==> src/hw/rtl/dqua_pkg.sv <==
package dqua_pkg;

  // Default table geometry
  localparam int PORT_COUNT_DEF     = 64;
  localparam int NUM_PRIORITIES_DEF = 8;
  localparam int NUM_MEM_GROUPS_DEF = 8;

  // Field widths
  localparam int REQ_W  = 3;
  localparam int ECN_W  = 2;
  localparam int PORT_W = 6;
  localparam int PRIO_W = 3;
  localparam int TAG_W  = 32;
  localparam int IDX_W  = 6;
  localparam int UTIL_W = 8;
  localparam int ACT_W  = 2;
  localparam int GRP_W  = 3;
  localparam int MAP_W  = 24;

  localparam int IN_DATA_W  = 64;
  localparam int OUT_DATA_W = 48;
  localparam int CFG_ADDR_W = 8;
  localparam int CFG_DATA_W = 24;

  localparam logic [UTIL_W-1:0] THRESHOLD_RESET = 8'd124;
  localparam logic [MAP_W-1:0]  GROUP_MAP_RESET = '0;

  // Request kinds
  localparam logic [REQ_W-1:0] REQ_PACKET     = 3'd0;
  localparam logic [REQ_W-1:0] REQ_MEM_GROUP  = 3'd1;
  localparam logic [REQ_W-1:0] REQ_PORT_GROUP = 3'd2;
  localparam logic [REQ_W-1:0] REQ_PRIO_QUEUE = 3'd3;
  localparam logic [REQ_W-1:0] REQ_L4S_QUEUE  = 3'd4;

  // Actions
  localparam logic [ACT_W-1:0] ACT_CLASSIC = 2'd0;
  localparam logic [ACT_W-1:0] ACT_L4S     = 2'd1;
  localparam logic [ACT_W-1:0] ACT_DROP    = 2'd2;

  // Configuration register indexes
  localparam logic [CFG_ADDR_W-1:0] CFG_THRESHOLD = 8'd0;
  localparam logic [CFG_ADDR_W-1:0] CFG_GROUP_MAP = 8'd1;

  // Packet context held between table lookup and decision
  typedef struct packed {
    logic              l4s;
    logic              port_ok;
    logic              pq_ok;
    logic [UTIL_W-1:0] grp_util;
    logic [PORT_W-1:0] port;
    logic [TAG_W-1:0]  tag;
  } dqua_s1_t;

endpackage

==> src/hw/rtl/dqua_decide.sv <==
module dqua_decide import dqua_pkg::*; (
  input  logic              clk,
  input  logic              rst_n,
  input  logic [UTIL_W-1:0] threshold,
  input  logic              s1_valid,
  input  dqua_s1_t          s1,
  input  logic [UTIL_W-1:0] pg_util,
  input  logic [UTIL_W-1:0] pq_util,
  input  logic [UTIL_W-1:0] ll_util,
  output logic              s1_take,
  output logic              out_valid,
  input  logic              out_ready,
  output logic [ACT_W-1:0]  out_action,
  output logic [PORT_W-1:0] out_port,
  output logic [TAG_W-1:0]  out_tag,
  output logic [UTIL_W-1:0] out_util
);

  logic [UTIL_W-1:0] pg_val, pq_val, ll_val, cls_a, cls_util, util;
  logic [ACT_W-1:0]  act;
  logic              out_valid_r, out_valid_nxt;
  logic [ACT_W-1:0]  out_action_r;
  logic [PORT_W-1:0] out_port_r;
  logic [TAG_W-1:0]  out_tag_r;
  logic [UTIL_W-1:0] out_util_r;

  // A table entry outside its table counts as zero utilization
  assign pg_val   = s1.port_ok ? pg_util : '0;
  assign pq_val   = s1.pq_ok ? pq_util : '0;
  assign ll_val   = s1.port_ok ? ll_util : '0;
  assign cls_a    = (pg_val > s1.grp_util) ? pg_val : s1.grp_util;
  assign cls_util = (pq_val > cls_a) ? pq_val : cls_a;
  assign util     = s1.l4s ? ll_val : cls_util;

  always_comb begin
    if (util < threshold) begin
      act = s1.l4s ? ACT_L4S : ACT_CLASSIC;
    end else begin
      act = ACT_DROP;
    end
  end

  assign s1_take = s1_valid && (!out_valid_r || out_ready);

  always_comb begin
    out_valid_nxt = out_valid_r;
    if (s1_take) begin
      out_valid_nxt = 1'b1;
    end else if (out_ready) begin
      out_valid_nxt = 1'b0;
    end
  end

  always_ff @(posedge clk) begin
    if (!rst_n) begin
      out_valid_r <= 1'b0;
    end else begin
      out_valid_r <= out_valid_nxt;
    end
  end

  always_ff @(posedge clk) begin
    if (s1_take) begin
      out_action_r <= act;
      out_port_r   <= s1.port;
      out_tag_r    <= s1.tag;
      out_util_r   <= util;
    end
  end

  assign out_valid  = out_valid_r;
  assign out_action = out_action_r;
  assign out_port   = out_port_r;
  assign out_tag    = out_tag_r;
  assign out_util   = out_util_r;

`ifndef SYNTHESIS
  a_drop_matches_threshold: assert property (@(posedge clk) disable iff (!rst_n)
    out_valid_r |-> ((out_action_r == ACT_DROP) == (out_util_r >= threshold)))
    else $error("action disagrees with threshold");

  a_stalled_item_kept: assert property (@(posedge clk) disable iff (!rst_n)
    out_valid_r && !out_ready |=> out_valid_r && $stable(out_tag_r)
                                  && $stable(out_action_r))
    else $error("stalled item overwritten");

  a_action_legal: assert property (@(posedge clk) disable iff (!rst_n)
    out_valid_r |-> (out_action_r == ACT_CLASSIC || out_action_r == ACT_L4S
                     || out_action_r == ACT_DROP))
    else $error("illegal action code");
`endif

endmodule

==> config.mk <==
export PLATFORM = sky130hd
export DESIGN_NAME = dqua_decide
export DESIGN_NICKNAME = d
export VERILOG_FILES = /design/src/hw/rtl/dqua_pkg.sv /design/src/hw/rtl/dqua_decide.sv
export SDC_FILE = /design/constraint.sdc
export NUM_CORES = 1
export LEC_CHECK = 0
export ABC_CLOCK_PERIOD_IN_PS = 5000
export BUFFER_PORTS_ARGS = -buffer_cell sky130_fd_sc_hd__buf_2
export CAP_MARGIN = 20
export CELL_PAD_IN_SITES_DETAIL_PLACEMENT = 1
export CELL_PAD_IN_SITES_GLOBAL_PLACEMENT = 1
export CORE_UTILIZATION = 30
export CTS_CLUSTER_SIZE = 24
export DETAILED_ROUTE_END_ITERATION = 16
export PLACE_DENSITY = 0.73
export SYNTH_ARGS = -nofsm -noshare
export SYNTH_HDL_FRONTEND = slang
export SYNTH_SLANG_ARGS = --single-unit
==> constraint.sdc <==
create_clock -name clk -period 5 [get_ports clk]
set_clock_uncertainty 0.1 [all_clocks]
set_input_delay 0.5 -clock clk [delete_from_list [all_inputs] [get_ports clk]]
set_output_delay 0.5 -clock clk [all_outputs]
set_load 0.01 [all_outputs]
==> results.py <==
metrics = {
    "status": {
        "status": "finished clean",
    },
    "global_route": {
        "grt_pass1_vias": 2241,
        "grt_max_degree": 30,
        "antenna_found_initial": 0,
        "overflow": 0,
        "grt_pass1_wl_um": 10800,
        "grt.total_usage": 0.164,
    },
    "timing": {
        "rsz0062_at_grt": "no",
        "relSlewSlack": 0.470,
        "setup_violations": 0,
        "fmax_ghz": 0.205,
        "tns_ns": 0,
        "tightest_slew_ns": 0.793,
        "fin_crit_sh": 0.974,
        "drv_slew": 0,
        "post-route-min-period_ns": 4.87,
        "hold_viol": 0,
    },
    "place": {
        "dp.cells": 445,
        "port_buffers": 134,
        "finalWeightedCongestion": 0.790,
        "place_area_um2": 3440,
        "dpl.hpwl_um": 6040,
    },
    "min_path": {
        "worstHoldStart": "s1[7]",
        "hold_depth": 1,
        "hold_end": "out_tag[7]$_DFFE_PP_",
        "worstHoldPathType": "primary input to flop",
    },
    "layout": {
        "final_area_um2": 3600,
        "diodes": 0,
        "fill_cells": 903,
        "fin_nets": 459,
        "area_delta_synth_final_pct": 43.6,
        "finalNonFillerCells": 456,
        "drive_above_1_share": 0.508,
    },
    "critical_path": {
        "r2r_cells": 3,
        "path_buf_inv": 1,
        "cp_common_cell": "ha_1",
        "crit_chain": "buf_2 > and2_2 > ha_1 > a21oi_1 > o21ai_1 > a311o_1 > and3_4 > mux2_4 > ha_1 > and3_1 > a221o_1 > a22oi_4 > nor3b_2 > a21oi_1 > o21ai_1 > ha_1 > a21o_1 > a21o_1 > a21oi_2 > and3_4 > a41oi_1 > a31oi_1",
        "crit_family": "compound AO/OA/AOI/OAI gates",
        "ff2ff_setup_slack_ns": 3.05,
        "crit_arrival_ns": 4.91,
        "critPathKind": "primary input to flop",
        "required_ns": 5.04,
        "cpPeakStageDelay_ns": 0.39,
        "start_kind": "primary input",
        "endpoint_kind": "flop",
        "r2r_start": "out_valid$_SDFFE_PN0P_",
        "rr_endpoint": "out_tag[12]$_DFFE_PP_",
        "cpMaxStageDelayCell": "a221o_1",
        "cp_max_fo": 7,
    },
    "cts": {
        "htreeDepth": 2,
        "clkTransAtPathRegs_ns": 0.08,
        "cts_tree": "built",
        "clock-root-buffer": "clkbuf_8",
        "postCtsHoldBufs": 0,
        "numCtsBuffers": 5,
        "clk_path_buf_depth": 2,
        "clkLatencyLatePin_ns": 0.29,
        "cts.sinks": 49,
    },
    "drt": {
        "wl_um": 7080,
        "vias": 2157,
        "drc": 0,
        "drtAntennaViolNets": 0,
        "firstDrtPassIters": 4,
        "via_per_inst": 4.73,
        "wl_per_cell_um": 15.5,
        "drtIter0Drc": 52,
    },
    "power": {
        "power_leakage_uw": 0.00175,
        "switching_power_uw": 250,
        "clkPwrFrac": 0.269,
        "peakVddDrop_uv": 114,
        "p_seq_frac": 0.493,
        "switching_share": 0.250,
        "internal-power_uw": 749,
        "p_comb_frac": 0.238,
        "p_per_area_nw_per_um2": 278,
    },
    "logic_synthesis": {
        "synth_edf_count": 48,
        "yosys-top-cells-count": "48 x edfxtp_1, 21 x ha_1, 18 x inv_1",
        "async_flop_share": 0,
        "syn-instance-count": 195,
        "avgSynthCellArea_um2": 12.8,
        "syn_area_um2": 2500,
        "synthFlopType": "edfxtp_1",
        "ys_warn_count": 0,
        "yosys.cell_types.count": 39,
        "yosysTopAreaCellShare": 0.575,
        "synth.area.top_cells": "edfxtp_1 58%, ha_1 10%, inv_1 2.7%, and2_1 2.2%, a21oi_1 2.2%",
        "syn_nets": 301,
        "yosysTopAreaCell": "edfxtp_1",
        "synth.most_common_cell": "edfxtp_1",
        "synth-seq-cells": 49,
        "synth_seq_area_share": 0.583,
    },
    "die": {
        "start_util": 0.318,
        "dieArea_um2": 8720,
        "row_count": 32,
        "chipWidth_um": 93.4,
        "core_um2": 7890,
        "io_pins": 135,
        "die_height_um": 93.4,
    },
    "run": {
        "maxCapViolations": 0,
    },
}
## routing by layer
layer / routed length, µm / part of all wire / track usage / up-vias
li1: - / - / - / 1042
met1: 2800 / 0.39 / 0.177 / 1004
met2: 3580 / 0.51 / 0.312 / 106
met3: 622 / 0.088 / 0.0415 / 5
met4: 85 / 0.012 / 0.0500 / 0
met5: 0 / 0 / 0 / -
## cell type report
| cell class | count | area [µm²] | area share |
|---|---|---|---|
| flip-flops and latches | 49 | 1460 | 0.406 |
| clock inverters | 3 | 41.3 | 0.0115 |
| repair buffers | 155 | 828 | 0.230 |
| inverters | 18 | 67.6 | 0.0188 |
| well taps | 102 | 128 | 0.0355 |
| clock buffers | 5 | 68.8 | 0.0191 |
| multi-input cells | 124 | 1000 | 0.279 |
## logic make-up after synthesis
group                      after synthesis  synth area share
adders and majority gates               21             0.105
DFF                                     49             0.583
and+or+nand+nor                         55             0.135
muxes                                    7            0.0320
buffers and inverters                   22            0.0350
AOI/OAI and AO/OA                       41             0.110
## sequential cells by signal, summed over array words and instances (netlist names)
signal      cells
out_tag        32
out_util        8
out_port        6
out_action      2
out_valid       1
## timing repair
action                                  in CTS  in global routing
setup buffers                                0                  3
endpoints found under the setup margin       0                  2
gates resized for setup                      0                  6
## power groups by stage
stage               clock network, µW  logic, µW  registers (µW)
floorplan                           0        103             519
finish                            269        237             492
detailed placement                  0        232             502
CTS                               277        232             493
global route                      289        264             495
global placement                    0        223             500
## worst max-delay path by stage
stage | start | endpoint | slack (ns) | cells after the start
after detailed placement | s1[47] | out_action[0]$_SDFFCE_PP0P_ | -0.29 | 22
after CTS | s1[47] | out_action[0]$_SDFFCE_PP0P_ | 0.02 | 22
after global placement | s1[47] | out_action[0]$_SDFFCE_PP0P_ | -0.08 | 22
after global routing | s1[47] | out_action[0]$_SDFFCE_PP0P_ | 0.0007 | 22
final | s1[47] | out_action[0]$_SDFFCE_PP0P_ | 0.13 | 22
after floorplan | s1[47] | out_action[0]$_SDFFCE_PP0P_ | 0.02 | 22
## cell usage in the layout (no fill, tap or decap), types with 2 or more instances in the layout
| cell type | n |
|---|---|
| a21o_1 | 4 |
| a21oi_1 | 10 |
| a31oi_1 | 3 |
| and2_1 | 9 |
| and2_2 | 5 |
| and3_4 | 2 |
| and4_1 | 4 |
| buf_2 | 134 |
| buf_4 | 21 |
| clkbuf_8 | 5 |
| edfxtp_1 | 48 |
| ha_1 | 20 |
| inv_1 | 18 |
| mux2_4 | 2 |
| mux2i_1 | 5 |
| nand2_1 | 12 |
| nand3_1 | 2 |
| nand4_1 | 2 |
| nor2_1 | 3 |
| nor3b_1 | 6 |
| o21a_1 | 2 |
| o21ai_0 | 3 |
| o21ai_1 | 9 |
## stage by stage
stage	power, µW	util	setup slack, ns	hold slack [ns]
4_1_cts	1000	0.450	0.0244	0.268
6_report	999	0.456	0.131	0.276
2_1_floorplan	622	-	0.0153	0.499
3_5_place_dp	734	0.436	-0.290	0.561
3_3_place_gp	723	0.436	-0.0802	0.549
5_1_grt	1050	0.456	0.000672	0.257
Note: power is estimated with default switching activity, not from simulation.
